### src/sv/qbpd_pkg.sv
package qbpd_pkg;

    // Configuration register indexes
    localparam logic [1:0] CFG_STEP_BITS  = 2'd0;
    localparam logic [1:0] CFG_BLOCK_COLS = 2'd1;
    localparam logic [1:0] CFG_BLOCK_ROWS = 2'd2;

    localparam int CFG_IDX_W  = 2;
    localparam int CFG_DATA_W = 7;

    // Endpoint field masks and control word width
    localparam logic [4:0] MASK5     = 5'h1F;
    localparam logic [5:0] MASK6     = 6'h3F;
    localparam int         CTRL_BITS = 16;

    // Step index width limits
    localparam logic [3:0] Q_MIN = 4'd1;
    localparam logic [3:0] Q_MAX = 4'd8;

    typedef enum logic [1:0] {
        ST_IDLE,
        ST_DIV_START,
        ST_DIV_WAIT,
        ST_PIX
    } t_state;

    typedef enum logic [2:0] {
        PH_LO0,
        PH_HI0,
        PH_LO1,
        PH_HI1,
        PH_IDX
    } t_phase;

    typedef enum logic [1:0] {
        DS_CH0,
        DS_CH1,
        DS_CH2,
        DS_PC
    } t_div_sel;

    typedef logic [2:0][7:0] t_chans;

    typedef struct packed {
        logic     ld_lo;
        logic     ld_min;
        logic     ld_max;
        logic     ld_idx;
        logic     div_start;
        logic     div_take;
        t_div_sel div_sel;
        logic     pix_emit;
    } t_cmd;

    typedef struct packed {
        logic div_done;
        logic out_free;
        logic pix_last;
        logic pix_break;
    } t_stat;

    // RGB565 word to three widened channels
    function automatic t_chans split565(input logic [CTRL_BITS-1:0] w);
        t_chans c;
        c[0] = {w[4:0] & MASK5, 3'b000};
        c[1] = {w[10:5] & MASK6, 2'b00};
        c[2] = {w[15:11] & MASK5, 3'b000};
        return c;
    endfunction

endpackage

### src/sv/qbpd_div.sv
module qbpd_div #(
    parameter int DW  = 12,
    parameter int DVW = 7
) (
    input  logic           i_clk,
    input  logic           i_rst_n,
    input  logic           i_start,
    input  logic [DW-1:0]  i_dividend,
    input  logic [DVW-1:0] i_divisor,
    output logic           o_done,
    output logic [DW-1:0]  o_quo,
    output logic [DVW-1:0] o_rem
);

    localparam int CNTW = $clog2(DW + 1);

    logic            r_busy;
    logic [CNTW-1:0] r_cnt;
    logic            r_done;
    logic [DVW-1:0]  r_rem;
    logic [DW-1:0]   r_quo;
    logic [DVW-1:0]  r_dvs;

    logic [DVW:0]    w_sh;
    logic [DVW:0]    w_diff;
    logic            w_ge;

    // restoring division, one quotient bit per cycle
    always_comb begin
        w_sh   = {r_rem, r_quo[DW-1]};
        w_ge   = (w_sh >= {1'b0, r_dvs});
        w_diff = w_sh - {1'b0, r_dvs};
    end

    always_ff @(posedge i_clk) begin
        if (!i_rst_n) begin
            r_busy <= 1'b0;
            r_cnt  <= '0;
            r_done <= 1'b0;
        end else begin
            r_done <= 1'b0;
            if (i_start) begin
                r_busy <= 1'b1;
                r_cnt  <= CNTW'(DW);
            end else if (r_busy) begin
                r_cnt <= r_cnt - CNTW'(1);
                if (r_cnt == CNTW'(1)) begin
                    r_busy <= 1'b0;
                    r_done <= 1'b1;
                end
            end
        end
    end

    always_ff @(posedge i_clk) begin
        if (i_start) begin
            r_rem <= '0;
            r_quo <= i_dividend;
            r_dvs <= i_divisor;
        end else if (r_busy) begin
            r_rem <= w_ge ? DVW'(w_diff) : DVW'(w_sh);
            r_quo <= {r_quo[DW-2:0], w_ge};
        end
    end

    assign o_done = r_done;
    assign o_quo  = r_quo;
    assign o_rem  = r_rem;

endmodule

### src/sv/qbpd_datapath.sv
module qbpd_datapath #(
    parameter int MAX_BLOCK_DIM = 64
) (
    input  logic                                  i_clk,
    input  logic                                  i_rst_n,
    input  logic [7:0]                            i_byte,
    input  logic [3:0]                            i_q,
    input  logic [$clog2(MAX_BLOCK_DIM+1)-1:0]    i_cols,
    input  logic [$clog2(MAX_BLOCK_DIM+1)-1:0]    i_rows,
    input  qbpd_pkg::t_cmd                        i_cmd,
    output qbpd_pkg::t_stat                       o_stat,
    input  logic                                  i_out_ready,
    output logic                                  o_out_valid,
    output logic [7:0]                            o_chan0,
    output logic [7:0]                            o_chan1,
    output logic [7:0]                            o_chan2,
    output logic [5:0]                            o_pix_col,
    output logic [5:0]                            o_pix_row,
    output logic                                  o_block_done
);

    localparam int DVW  = $clog2(MAX_BLOCK_DIM + 1);
    localparam int PCW  = $clog2(MAX_BLOCK_DIM * MAX_BLOCK_DIM);
    localparam int DW   = (PCW > 8) ? PCW : 8;
    localparam int DVSW = (DVW > 8) ? DVW : 8;
    localparam int TW   = 2 * DVW;

    // endpoint state
    logic [7:0]           r_lo;
    logic [2:0][7:0]      r_min;
    logic [2:0][7:0]      r_mag;
    logic [2:0]           r_neg;
    logic signed [8:0]    r_sq [3];

    // pixel walk state
    logic [PCW-1:0]       r_pc;
    logic [DVW-1:0]       r_col;
    logic [PCW-1:0]       r_row;
    logic [7:0]           r_buf;

    // output register
    logic                 r_out_valid;
    logic [7:0]           r_chan [3];
    logic [5:0]           r_pix_col;
    logic [5:0]           r_pix_row;
    logic                 r_block_done;

    qbpd_pkg::t_chans     w_word;
    logic [2:0][9:0]      w_delta;
    logic [7:0]           w_mask;
    logic [7:0]           w_idx;
    logic [7:0]           w_chan [3];
    logic signed [17:0]   w_prod [3];
    logic [TW-1:0]        w_pc_nx;
    logic [TW-1:0]        w_total;
    logic                 w_last;
    logic [2:0]           w_pn3;
    logic [5:0]           w_brk_prod;
    logic [DVW:0]         w_col_nx;
    logic                 w_col_wrap;
    logic [DW-1:0]        w_dividend;
    logic [DVSW-1:0]      w_divisor;
    logic                 w_div_done;
    logic [DW-1:0]        w_quo;
    logic [DVSW-1:0]      w_rem;
    logic [8:0]           w_qmag;

    qbpd_div #(
        .DW  (DW),
        .DVW (DVSW)
    ) u_div (
        .i_clk      (i_clk),
        .i_rst_n    (i_rst_n),
        .i_start    (i_cmd.div_start),
        .i_dividend (w_dividend),
        .i_divisor  (w_divisor),
        .o_done     (w_div_done),
        .o_quo      (w_quo),
        .o_rem      (w_rem)
    );

    always_comb begin
        w_word = qbpd_pkg::split565({i_byte, r_lo});
        for (int i = 0; i < 3; i++) begin
            w_delta[i] = {2'b00, w_word[i]} - {2'b00, r_min[i]};
        end
        w_mask = 8'((9'd1 << i_q) - 9'd1);
        w_idx  = r_buf & w_mask;
        for (int i = 0; i < 3; i++) begin
            w_prod[i] = r_sq[i] * $signed({1'b0, w_idx});
            w_chan[i] = r_min[i] + w_prod[i][7:0];
        end

        w_pc_nx = TW'(r_pc) + TW'(1);
        w_total = TW'(i_cols) * TW'(i_rows);
        w_last  = (w_pc_nx >= w_total);

        // next pixel starts a byte when q * (pc + 1) is a multiple of 8
        w_pn3      = 3'(w_pc_nx);
        w_brk_prod = {3'b000, i_q[2:0]} * {3'b000, w_pn3};

        w_col_nx   = {1'b0, r_col} + (DVW+1)'(1);
        w_col_wrap = (w_col_nx >= {1'b0, i_cols});

        case (i_cmd.div_sel)
            qbpd_pkg::DS_CH0: w_dividend = DW'(r_mag[0]);
            qbpd_pkg::DS_CH1: w_dividend = DW'(r_mag[1]);
            qbpd_pkg::DS_CH2: w_dividend = DW'(r_mag[2]);
            default:          w_dividend = DW'(r_pc);
        endcase
        w_divisor = (i_cmd.div_sel == qbpd_pkg::DS_PC) ? DVSW'(i_cols) : DVSW'(w_mask);
        w_qmag    = {1'b0, w_quo[7:0]};
    end

    // endpoint registers and step quotients
    always_ff @(posedge i_clk) begin
        if (i_cmd.ld_lo) begin
            r_lo <= i_byte;
        end
        if (i_cmd.ld_min) begin
            r_min <= w_word;
        end
        if (i_cmd.ld_max) begin
            for (int i = 0; i < 3; i++) begin
                r_neg[i] <= w_delta[i][9];
                r_mag[i] <= w_delta[i][9] ? 8'(-w_delta[i]) : w_delta[i][7:0];
            end
        end
        if (i_cmd.div_take) begin
            case (i_cmd.div_sel)
                qbpd_pkg::DS_CH0: r_sq[0] <= r_neg[0] ? -$signed(w_qmag) : $signed(w_qmag);
                qbpd_pkg::DS_CH1: r_sq[1] <= r_neg[1] ? -$signed(w_qmag) : $signed(w_qmag);
                qbpd_pkg::DS_CH2: r_sq[2] <= r_neg[2] ? -$signed(w_qmag) : $signed(w_qmag);
                default: ;
            endcase
        end
    end

    // pixel counter, coordinates, index byte
    always_ff @(posedge i_clk) begin
        if (!i_rst_n) begin
            r_pc  <= '0;
            r_col <= '0;
            r_row <= '0;
            r_buf <= '0;
        end else begin
            if (i_cmd.ld_idx) begin
                r_buf <= i_byte;
            end
            if (i_cmd.div_take && i_cmd.div_sel == qbpd_pkg::DS_PC) begin
                r_row <= PCW'(w_quo);
                r_col <= DVW'(w_rem);
            end
            if (i_cmd.pix_emit) begin
                if (w_last) begin
                    r_pc  <= '0;
                    r_col <= '0;
                    r_row <= '0;
                    r_buf <= '0;
                end else begin
                    r_pc  <= r_pc + PCW'(1);
                    r_buf <= 8'({1'b0, r_buf} >> i_q);
                    if (w_col_wrap) begin
                        r_col <= '0;
                        r_row <= r_row + PCW'(1);
                    end else begin
                        r_col <= DVW'(w_col_nx);
                    end
                end
            end
        end
    end

    always_ff @(posedge i_clk) begin
        if (!i_rst_n) begin
            r_out_valid <= 1'b0;
        end else if (i_cmd.pix_emit) begin
            r_out_valid <= 1'b1;
        end else if (i_out_ready) begin
            r_out_valid <= 1'b0;
        end
    end

    always_ff @(posedge i_clk) begin
        if (i_cmd.pix_emit) begin
            for (int i = 0; i < 3; i++) begin
                r_chan[i] <= w_chan[i];
            end
            r_pix_col    <= 6'(r_col);
            r_pix_row    <= 6'(r_row);
            r_block_done <= w_last;
        end
    end

    assign o_stat.div_done  = w_div_done;
    assign o_stat.out_free  = !r_out_valid || i_out_ready;
    assign o_stat.pix_last  = w_last;
    assign o_stat.pix_break = (w_brk_prod[2:0] == 3'd0);

    assign o_out_valid  = r_out_valid;
    assign o_chan0      = r_chan[0];
    assign o_chan1      = r_chan[1];
    assign o_chan2      = r_chan[2];
    assign o_pix_col    = r_pix_col;
    assign o_pix_row    = r_pix_row;
    assign o_block_done = r_block_done;

endmodule

### src/sv/qbpd_ctrl.sv
module qbpd_ctrl (
    input  logic             i_clk,
    input  logic             i_rst_n,
    input  logic             i_in_valid,
    output logic             o_in_ready,
    input  logic             i_cols_wr,
    input  qbpd_pkg::t_stat  i_stat,
    output qbpd_pkg::t_cmd   o_cmd
);

    qbpd_pkg::t_state   r_state, n_state;
    qbpd_pkg::t_phase   r_phase, n_phase;
    qbpd_pkg::t_div_sel r_sel, n_sel;
    logic               r_dirty, n_dirty;

    always_ff @(posedge i_clk) begin
        if (!i_rst_n) begin
            r_state <= qbpd_pkg::ST_IDLE;
            r_phase <= qbpd_pkg::PH_LO0;
            r_sel   <= qbpd_pkg::DS_CH0;
            r_dirty <= 1'b0;
        end else begin
            r_state <= n_state;
            r_phase <= n_phase;
            r_sel   <= n_sel;
            r_dirty <= n_dirty;
        end
    end

    always_comb begin
        n_state       = r_state;
        n_phase       = r_phase;
        n_sel         = r_sel;
        n_dirty       = r_dirty || i_cols_wr;
        o_cmd         = '0;
        o_cmd.div_sel = r_sel;
        o_in_ready    = (r_state == qbpd_pkg::ST_IDLE);

        unique case (r_state)
            qbpd_pkg::ST_IDLE: begin
                if (i_in_valid) begin
                    unique case (r_phase)
                        qbpd_pkg::PH_LO0: begin
                            o_cmd.ld_lo = 1'b1;
                            n_phase     = qbpd_pkg::PH_HI0;
                        end
                        qbpd_pkg::PH_HI0: begin
                            o_cmd.ld_min = 1'b1;
                            n_phase      = qbpd_pkg::PH_LO1;
                        end
                        qbpd_pkg::PH_LO1: begin
                            o_cmd.ld_lo = 1'b1;
                            n_phase     = qbpd_pkg::PH_HI1;
                        end
                        qbpd_pkg::PH_HI1: begin
                            o_cmd.ld_max = 1'b1;
                            n_phase      = qbpd_pkg::PH_IDX;
                            n_sel        = qbpd_pkg::DS_CH0;
                            n_state      = qbpd_pkg::ST_DIV_START;
                        end
                        qbpd_pkg::PH_IDX: begin
                            o_cmd.ld_idx = 1'b1;
                            if (n_dirty) begin
                                // coordinates must be rebuilt from the pixel count
                                n_sel   = qbpd_pkg::DS_PC;
                                n_state = qbpd_pkg::ST_DIV_START;
                            end else begin
                                n_state = qbpd_pkg::ST_PIX;
                            end
                        end
                        default: begin
                            n_phase = qbpd_pkg::PH_LO0;
                        end
                    endcase
                end
            end
            qbpd_pkg::ST_DIV_START: begin
                o_cmd.div_start = 1'b1;
                if (r_sel == qbpd_pkg::DS_PC) begin
                    n_dirty = i_cols_wr;
                end
                n_state = qbpd_pkg::ST_DIV_WAIT;
            end
            qbpd_pkg::ST_DIV_WAIT: begin
                if (i_stat.div_done) begin
                    o_cmd.div_take = 1'b1;
                    unique case (r_sel)
                        qbpd_pkg::DS_CH0: begin
                            n_sel   = qbpd_pkg::DS_CH1;
                            n_state = qbpd_pkg::ST_DIV_START;
                        end
                        qbpd_pkg::DS_CH1: begin
                            n_sel   = qbpd_pkg::DS_CH2;
                            n_state = qbpd_pkg::ST_DIV_START;
                        end
                        qbpd_pkg::DS_CH2: begin
                            n_state = qbpd_pkg::ST_IDLE;
                        end
                        default: begin
                            n_state = qbpd_pkg::ST_PIX;
                        end
                    endcase
                end
            end
            qbpd_pkg::ST_PIX: begin
                if (i_stat.out_free) begin
                    o_cmd.pix_emit = 1'b1;
                    if (i_stat.pix_last) begin
                        n_phase = qbpd_pkg::PH_LO0;
                        n_dirty = i_cols_wr;
                        n_state = qbpd_pkg::ST_IDLE;
                    end else if (i_stat.pix_break) begin
                        n_state = qbpd_pkg::ST_IDLE;
                    end
                end
            end
            default: begin
                n_state = qbpd_pkg::ST_IDLE;
            end
        endcase
    end

endmodule

### src/sv/quantized_block_pixel_decoder_core.sv
// Block truncation style pixel decoder with a programmable step index width.
//
// Input channel (i_in_valid / o_in_ready / i_stream_byte): one byte per transfer.
// Each block is four endpoint bytes (min then max, little-endian RGB565)
// followed by packed step index bytes, LSB first.
// Output channel (o_out_valid / i_out_ready): one pixel per transfer, in raster
// order, with o_block_done set on the last pixel of the block.
// Config port (i_cfg_we / i_cfg_index / i_cfg_data): step_bits, block_cols,
// block_rows; write only between transfers, never while pixels are pending.
//
// Sequence: endpoint bytes 0..2 load the endpoint registers. Byte 3 runs three
// serial divisions, one per channel, on the shared divider, whose dividend is
// DW = max(8, clog2(MAX_BLOCK_DIM^2)) bits wide.
// An index byte yields 1..8 pixels; after the transfer the controller enters
// its pixel state and each pixel is then registered in the output register.
// After any block_cols write, the next index byte first runs one divider pass
// to rebuild the column and row from the pixel count.
// Reset (synchronous, active low) returns to the first endpoint byte with
// defaults step_bits=2, 4x4 block. A stalled receiver holds the output
// register; pixel generation waits and o_in_ready stays low until done.
module quantized_block_pixel_decoder_core #(
    parameter int MAX_BLOCK_DIM = 64
) (
    input  logic                                i_clk,
    input  logic                                i_rst_n,
    // byte input
    input  logic                                i_in_valid,
    output logic                                o_in_ready,
    input  logic [7:0]                          i_stream_byte,
    // pixel output
    output logic                                o_out_valid,
    input  logic                                i_out_ready,
    output logic [7:0]                          o_chan0,
    output logic [7:0]                          o_chan1,
    output logic [7:0]                          o_chan2,
    output logic [5:0]                          o_pix_col,
    output logic [5:0]                          o_pix_row,
    output logic                                o_block_done,
    // configuration writes
    input  logic                                i_cfg_we,
    input  logic [qbpd_pkg::CFG_IDX_W-1:0]      i_cfg_index,
    input  logic [qbpd_pkg::CFG_DATA_W-1:0]     i_cfg_data
);

    localparam int DVW = $clog2(MAX_BLOCK_DIM + 1);
    localparam int CLW = (DVW > qbpd_pkg::CFG_DATA_W) ? DVW : qbpd_pkg::CFG_DATA_W;

    // raw register values, clamped below before use
    logic [3:0]                        r_step_bits;
    logic [qbpd_pkg::CFG_DATA_W-1:0]   r_block_cols;
    logic [qbpd_pkg::CFG_DATA_W-1:0]   r_block_rows;

    logic [3:0]      w_q;
    logic [CLW-1:0]  w_cols_ext;
    logic [CLW-1:0]  w_rows_ext;
    logic [DVW-1:0]  w_cols;
    logic [DVW-1:0]  w_rows;
    logic            w_cols_wr;

    qbpd_pkg::t_cmd  w_cmd;
    qbpd_pkg::t_stat w_stat;

    always_ff @(posedge i_clk) begin
        if (!i_rst_n) begin
            r_step_bits  <= 4'd2;
            r_block_cols <= qbpd_pkg::CFG_DATA_W'(4);
            r_block_rows <= qbpd_pkg::CFG_DATA_W'(4);
        end else if (i_cfg_we) begin
            unique case (i_cfg_index)
                qbpd_pkg::CFG_STEP_BITS:  r_step_bits  <= i_cfg_data[3:0];
                qbpd_pkg::CFG_BLOCK_COLS: r_block_cols <= i_cfg_data;
                qbpd_pkg::CFG_BLOCK_ROWS: r_block_rows <= i_cfg_data;
                default: ;
            endcase
        end
    end

    // a width change invalidates the running column/row pair
    assign w_cols_wr = i_cfg_we && (i_cfg_index == qbpd_pkg::CFG_BLOCK_COLS);

    always_comb begin
        // step bits: 0 acts as 1, above 8 acts as 8
        if (r_step_bits < qbpd_pkg::Q_MIN) begin
            w_q = qbpd_pkg::Q_MIN;
        end else if (r_step_bits > qbpd_pkg::Q_MAX) begin
            w_q = qbpd_pkg::Q_MAX;
        end else begin
            w_q = r_step_bits;
        end

        // block dimensions saturate to 2..MAX_BLOCK_DIM
        w_cols_ext = CLW'(r_block_cols);
        w_rows_ext = CLW'(r_block_rows);
        if (w_cols_ext < CLW'(2)) begin
            w_cols = DVW'(2);
        end else if (w_cols_ext > CLW'(MAX_BLOCK_DIM)) begin
            w_cols = DVW'(MAX_BLOCK_DIM);
        end else begin
            w_cols = DVW'(w_cols_ext);
        end
        if (w_rows_ext < CLW'(2)) begin
            w_rows = DVW'(2);
        end else if (w_rows_ext > CLW'(MAX_BLOCK_DIM)) begin
            w_rows = DVW'(MAX_BLOCK_DIM);
        end else begin
            w_rows = DVW'(w_rows_ext);
        end
    end

    qbpd_ctrl u_ctrl (
        .i_clk      (i_clk),
        .i_rst_n    (i_rst_n),
        .i_in_valid (i_in_valid),
        .o_in_ready (o_in_ready),
        .i_cols_wr  (w_cols_wr),
        .i_stat     (w_stat),
        .o_cmd      (w_cmd)
    );

    qbpd_datapath #(
        .MAX_BLOCK_DIM (MAX_BLOCK_DIM)
    ) u_datapath (
        .i_clk        (i_clk),
        .i_rst_n      (i_rst_n),
        .i_byte       (i_stream_byte),
        .i_q          (w_q),
        .i_cols       (w_cols),
        .i_rows       (w_rows),
        .i_cmd        (w_cmd),
        .o_stat       (w_stat),
        .i_out_ready  (i_out_ready),
        .o_out_valid  (o_out_valid),
        .o_chan0      (o_chan0),
        .o_chan1      (o_chan1),
        .o_chan2      (o_chan2),
        .o_pix_col    (o_pix_col),
        .o_pix_row    (o_pix_row),
        .o_block_done (o_block_done)
    );

endmodule

### config.mk
export PLATFORM = sky130hd
export DESIGN_NAME = quantized_block_pixel_decoder_core
export DESIGN_NICKNAME = d
export VERILOG_FILES = /design/src/sv/qbpd_pkg.sv /design/src/sv/qbpd_div.sv /design/src/sv/qbpd_datapath.sv /design/src/sv/qbpd_ctrl.sv /design/src/sv/quantized_block_pixel_decoder_core.sv
export SDC_FILE = /design/constraint.sdc
export NUM_CORES = 1
export LEC_CHECK = 0
export CAP_MARGIN = 40
export CORE_ASPECT_RATIO = 1.25
export CORE_MARGIN = 3
export CORE_UTILIZATION = 35
export DETAILED_ROUTE_END_ITERATION = 10
export DONT_BUFFER_PORTS = 1
export HOLD_SLACK_MARGIN = 0.02
export PLACE_DENSITY_LB_ADDON = 0.1
export SLEW_MARGIN = 20
export SYNTH_ARGS = -nofsm -noshare
export SYNTH_HDL_FRONTEND = slang
export SYNTH_HIERARCHICAL = 1
export SYNTH_SLANG_ARGS = --single-unit
### constraint.sdc
create_clock -name i_clk -period 7.7 [get_ports i_clk]
set_input_delay 1.925 -clock i_clk [delete_from_list [all_inputs] [get_ports i_clk]]
set_output_delay 1.925 -clock i_clk [all_outputs]
set_load 0.02 [all_outputs]
Word level (Yosys, flattened, before mapping)

Memory sizes are Yosys's and may differ from the RTL's.
Index checks and enable logic that the tools add are counted.

Mux-type cells: 89
Eq/ne operators: 22
Divide/modulo/power cells: 0
Shift operators: 2
Bitwise gates (word level): 3
Reduce and logical (&&, ||, !) cells: 28
Add/sub/neg operators: 17
Magnitude comparators: 9
$mul: 5

Operators with widths:

| kind                                                                 | count |
|---|---|
| 12-bit 2-to-1 mux                                                    | 7 |
| 7-bit 2-to-1 mux                                                     | 9 |
| 8-bit 2-to-1 mux                                                     | 7 |
| 9-bit 2-to-1 mux                                                     | 5 |
| 12-bit case mux with 3 select lines                                  | 1 |
| 1-bit 2-to-1 mux                                                     | 31 |
| 9-bit by 9-bit multiplier with 8-bit output                          | 3 |
| 8-bit by 8-bit subtractor with 9-bit output                          | 3 |
| 12-bit by 1-bit adder with 12-bit output, second input constant      | 2 |
| 8-bit adder                                                          | 3 |
| 4-bit 2-to-1 mux                                                     | 6 |
| 8-bit negation                                                       | 3 |
| 2-bit 2-to-1 mux                                                     | 11 |
| 2-bit case mux with 2 select lines                                   | 5 |
| 9-bit OR reduction                                                   | 2 |
| 3-bit case mux with 5 select lines                                   | 1 |
| 14-bit >= comparator                                                 | 1 |
| 7-bit > comparator, second input constant                            | 2 |
| 7-bit by 2-bit < comparator with 1-bit output, second input constant | 2 |
| 7-bit by 7-bit multiplier with 14-bit output                         | 1 |
| 12-bit by 1-bit adder with 13-bit output, second input constant      | 1 |
| 2-bit nonzero test                                                   | 6 |
| 2-bit equality test, second input constant                           | 5 |
| 5-bit AND reduction                                                  | 2 |
| other kinds (36)                                                     | 56 |

Bits in latches: 0
Output and inout bits: 39
Input bits: 22
ROM bits: 0
Memory bits (writable): 51
Memories kept: 2
Bits in registers: 164
Word-level logic and storage cells: 208

Memory list:

| name              | depth | width | rd ports | clocked after memory_dff | wr ports | line                | source |
|---|---|---|---|---|---|---|---|
| u_datapath.r_sq   | 3     | 9     | 3        | 0                        | 1        | qbpd_datapath.sv:33 | `logic signed [8:0] r_sq [3];` |
| u_datapath.r_chan | 3     | 8     | 3        | 0                        | 3        | qbpd_datapath.sv:43 | `logic [7:0] r_chan [3];` |

Depth between registers and ports, before layout

Word-level depth: 9
Mapped depth: 30
Gate-level depth less buffers: 27

Hierarchy

Netlist, hierarchy kept.

By module, submodules not included:

| module                             | cells each | instances | seq. area each (µm²) | area each (µm²) |
|---|---|---|---|---|
| qbpd_datapath                      | 1175       | 1         | 3803.6               | 11740.0 |
| qbpd_div                           | 155        | 1         | 880.8                | 1762.9 |
| quantized_block_pixel_decoder_core | 96         | 1         | 360.3                | 862.1 |
| qbpd_ctrl                          | 71         | 1         | 160.2                | 533.0 |

Worst setup path after synthesis

OpenSTA, ideal clock, no wires.

Path type: register to register
Start point: register r_block_cols[2] (netlist name)
End point: register u_ctrl.r_phase[2]
Path slack: 1077 ps
Library setup time: 115 ps
Path buffers: 1
Data required time: 7585 ps
Stages on the path, launching flop included: 28
Arrival: 6508 ps
Clock period less this slack: 6623 ps
Cell sequence: dfxtp_1 -> or4_4 -> a21oi_1 -> nand2_1 -> fa_1 -> fa_1 -> inv_1 -> fa_1 -> inv_1 -> fa_1 -> inv_1 -> ha_1 -> inv_1 -> a21oi_1 -> o21ai_0 -> a21oi_1 -> and4_1 -> nor4b_1 -> ha_1 -> nand3_1 -> o41ai_1 -> o32ai_4 -> inv_1 -> buf_4 -> and4_1 -> a21oi_1 -> o21a_1 -> o21a_1

Longest elaborated chain between the ends: 7
Elaborated cells between the ends (all ways): 8
Classes of those cells: mul: 1; order compare: 3; eq/ne: 1; mux: 2; reduce/logical: 1

Ends and longest elaborated chain:

| what                                                   | line                                     | source |
|---|---|---|
| from (decl)                                            | quantized_block_pixel_decoder_core.sv:50 | `logic [qbpd_pkg::CFG_DATA_W-1:0] r_block_cols;` |
| from (signal assigned)                                 | quantized_block_pixel_decoder_core.sv:66 | `r_block_cols <= qbpd_pkg::CFG_DATA_W'(4);` |
| from (signal assigned)                                 | quantized_block_pixel_decoder_core.sv:71 | `qbpd_pkg::CFG_BLOCK_COLS: r_block_cols <= i_cfg_data;` |
| 7-bit > comparator                                     | quantized_block_pixel_decoder_core.sv:96 | `end else if (w_cols_ext > CLW'(MAX_BLOCK_DIM)) begin` |
| 7-bit 2-to-1 mux                                       | quantized_block_pixel_decoder_core.sv:96 |  |
| 7-bit 2-to-1 mux (*)                                   | quantized_block_pixel_decoder_core.sv:94 | `if (w_cols_ext < CLW'(2)) begin` |
| net w_cols[1]                                          | quantized_block_pixel_decoder_core.sv:56 | `logic [DVW-1:0] w_cols;` |
| 7-bit by 7-bit multiplier with 14-bit output (*)       | qbpd_datapath.sv:95                      | `w_total = TW'(i_cols) * TW'(i_rows);` |
| 14-bit >= comparator (*)                               | qbpd_datapath.sv:96                      | `w_last = (w_pc_nx >= w_total);` |
| net u_datapath.w_last                                  | qbpd_datapath.sv:56                      | `logic w_last;` |
| 2-bit by 1-bit != test with 1-bit output (no line) (*) | -                                        |  |
| 5-bit AND reduction (no line) (*)                      | -                                        |  |
| to (signal assigned)                                   | qbpd_ctrl.sv:19                          | `r_phase <= qbpd_pkg::PH_LO0;` |
| to (signal assigned)                                   | qbpd_ctrl.sv:24                          | `r_phase <= n_phase;` |
| to (decl)                                              | qbpd_ctrl.sv:12                          | `qbpd_pkg::t_phase r_phase, n_phase;` |

The timed path passes the listed nets; every way through them passes the cells marked *.
A chain may end at the register's enable or synchronous reset.

==> out/qor.yml <==
outcome: "complete, no violations"
syn2layout_area_growth_pct: 8.449
worstPathArrival_ps: 7270
p_sw_mw: 1.068
die_area_um2: 45090
grt_pass1_vias: 10569
placedCellCount: 2022
synth-main-ff-cell: "edfxtp_1"
clkSinkCount: 198
final_cell_mix: "nand2_1 (179), inv_1 (161), ha_1 (134)"
grt-ovfl-total: 0
p_leak_nw: 6.777
drive_gt1_share_pct: 7.190
max_slew_margin_pct: 45.20
synth_top_cell_by_area: "edfxtp_1"
cts_max_path_buffers: 2
route.detailed.wl_per_inst_um: 18.82
core_area_um2: 41540
combPwrFrac_pct: 26.8
htreeDepth: 4
syn_inst: 1497
tns_ps: 0
viasPerCell: 5.022
io_buffer_count: 0
async_flop_share_pct: 0
worstHoldPathType: "reg -> reg"
grt_first_pass_wirelength_um: 60820
clkLatencyLatePin_ps: 460
r2r-start: "r_block_cols[2]"
hold_viol: 0
die_width_um: 190.5
drcViolationCount: 0
dieHeight_um: 236.7
synth_edf_count: 124
finalWirelength_um: 38650
layout_setup_ws_ps: 795.2
synth_cell_types: 82
syn-num-nets: 1730
num_rows: 83
worst_hold_path.endpoint: "u_datapath/r_min[10]"
yosysWarnings: 6
fill_cells: 4179
pre_cts_ws_ps: 751.4
cp.required_ps: 8060
cts_resized: 0
avgSynthCellArea_um2: 9.952
antenna_found_initial: 0
synthDominantCellAreaShare_pct: 24.99
cts_tree: "done"
slew_viol_final: 0
whs_ps: 457.5
grt_max_degree: 50
rsz0062_at_grt: "no"
rr_worst_depth: 27
whs_path_depth: 0
regToRegEndpoint: "u_ctrl/r_phase[2]"
ios: 61
crit_path_start_kind: "flop"
synth_seq_cells: 198
seqPwrFrac_pct: 43.9
crit_fanout: 9
worst-setup-path-type: "reg -> reg"
r2r_setup_slack_ps: 800
max_freq_mhz: 144.8
netlist_top_cells_area: "edfxtp_1 (25%), ha_1 (11%), fa_1 (10%), dfxtp_1 (9.9%), xnor2_1 (5.9%)"
hpwl_um: 29890
start_util_pct: 35.86
gp_congestion: 0.8246
post-cts-setup-buffers: 0
ant_nets: 0
p_sw_share_pct: 33.30
fin_skew_ps: 15.84
drv_cap: 0
internal_power_mw: 2.139
fin_crit_sh_pct: 89.67
clkTransAtPathRegs_ps: 80
drt_iter0_markers: 501
nets: 1722
period_minus_slack_ps: 6905
grt_usage_pct: 17.60
fin_cells: 2054
final_common_cell: "nand2_1"
critPathCaptureType: "flop"
n_antenna_cell: 0
critPathLaunch: "r_block_cols[2]"
worstHoldStart: "u_datapath/r_lo[5]"
setup_viol: 0
numCtsBuffers: 17
cts_hold_buf: 0
pwr-share-clk_pct: 29.4
worst_pin_slew_ps: 820.4
yosysSeqAreaShare_pct: 34.94
vias: 10316
synth_area_um2: 14900
drt-pass1-iter-count: 4
peakVddDrop_uv: 169.9
cts_root_buf: "clkbuf_16"
p_per_area_nw_per_um2: 198.5
## state kept, by name, indices dropped and copies added (netlist names), 7 cells and up
signal	count
u_datapath/u_div/o_quo	12
u_datapath/u_div/o_rem	8
u_datapath/r_buf	8
u_datapath/r_min	16
u_datapath/r_sq	24
r_block_cols	7
u_datapath/r_col	7
u_datapath/r_chan	24
u_datapath/r_pc	12
r_block_rows	7
u_datapath/r_lo	8
u_datapath/r_mag	16
u_datapath/u_div/r_dvs	8
## synthesized netlist by cell type, types with 5 or more instances
cell type,count
nor2_1,66
fa_1,77
a21o_1,11
a21oi_1,47
dfxtp_1,74
a31oi_1,7
and2_1,79
o22ai_1,11
clkbuf_1,30
buf_2,16
nand3_1,25
o21a_1,7
o21ai_0,40
o32ai_1,8
mux2i_1,49
nor2b_1,27
xnor2_1,100
nor3_1,19
inv_1,161
a211oi_1,7
nand3b_1,5
and3_1,31
or3_1,7
edfxtp_1,124
nand2b_1,15
mux2_2,14
ha_1,134
nand2_1,179
xor2_1,31
mux4_2,5
## how the worst max path moves through the flow
stage,endpoint,depth (start not counted)
after floorplan,u_ctrl/r_phase[2],27
after global placement,u_ctrl/r_phase[2],26
after detailed placement,u_ctrl/r_phase[2],26
after CTS,u_ctrl/r_phase[2],26
after global routing,u_ctrl/r_phase[2],25
final,u_ctrl/r_phase[2],27
## power by group through the flow
stage / combinational (mW) / clock [mW] / sequential (mW)
3_5_place_dp: 0.862 / 0 / 1.43
6_report: 0.858 / 0.942 / 1.41
5_1_grt: 0.969 / 1.01 / 1.42
3_3_place_gp: 0.858 / 0 / 1.43
2_1_floorplan: 0.706 / 0 / 1.36
4_1_cts: 0.867 / 0.983 / 1.41
## metrics by stage
stage / util, % / total power, mW / instance area, um2
floorplan: - / 2.065 / 14900
global route: 38.89 / 3.404 / 16160
finish: 38.89 / 3.208 / 16160
CTS: 38.89 / 3.257 / 16160
detailed placement: 37.42 / 2.293 / 15540
global placement: 37.35 / 2.288 / 15520
## logic make-up (layout without fill, tap and decap cells)
group,after synthesis,in the layout,share of synthesized area (%)
AOI/OAI and AO/OA,181,181,8.197
DFF,198,198,34.94
adders and majority gates,211,211,21.60
buffers and inverters,219,224,5.879
xor gates and xnor gates,131,131,7.701
and+or+nand+nor,489,489,16.58
muxes,68,68,5.106
## layer usage
metal | vias to the layer above | wire length, um | global-route usage (%)
met1 | 5041 | 16430 | 21.24
met2 | 172 | 19880 | 31.12
met3 | 58 | 961 | 2.621
li1 | 5045 | - | -
met5 | - | 0 | 0
met4 | 0 | 1378 | 7.386
## cell type report
class / count / area (um2) / area share (%)
Multi-Input combinational cell: 1080 / 8821 / 54.60
Timing Repair Buffer: 27 / 207.7 / 1.286
Clock inverter: 11 / 130.1 / 0.8054
Inverter: 165 / 619.3 / 3.833
Tap cell: 552 / 690.7 / 4.275
Sequential cell: 198 / 5205 / 32.22
Clock buffer: 21 / 483.0 / 2.989
## critical path: stages (launching register included)
cell	delay [ps]
dfxtp_1	320
or4_4	530
a21oi_1	160
buf_4	180
nand2_1	80
fa_1	480
fa_1	550
inv_1	60
fa_1	530
inv_1	50
fa_1	520
inv_1	40
ha_1	310
inv_1	80
a21oi_1	50
o21ai_0	230
a21oi_1	160
and4_1	230
nor4b_1	330
ha_1	200
nand3_1	100
o41ai_1	550
o32ai_4	180
inv_1	190
and4_1	240
a21oi_1	90
o21a_1	220
o21a_1	150
No activity file was read; power rests on OpenSTA's default activity.
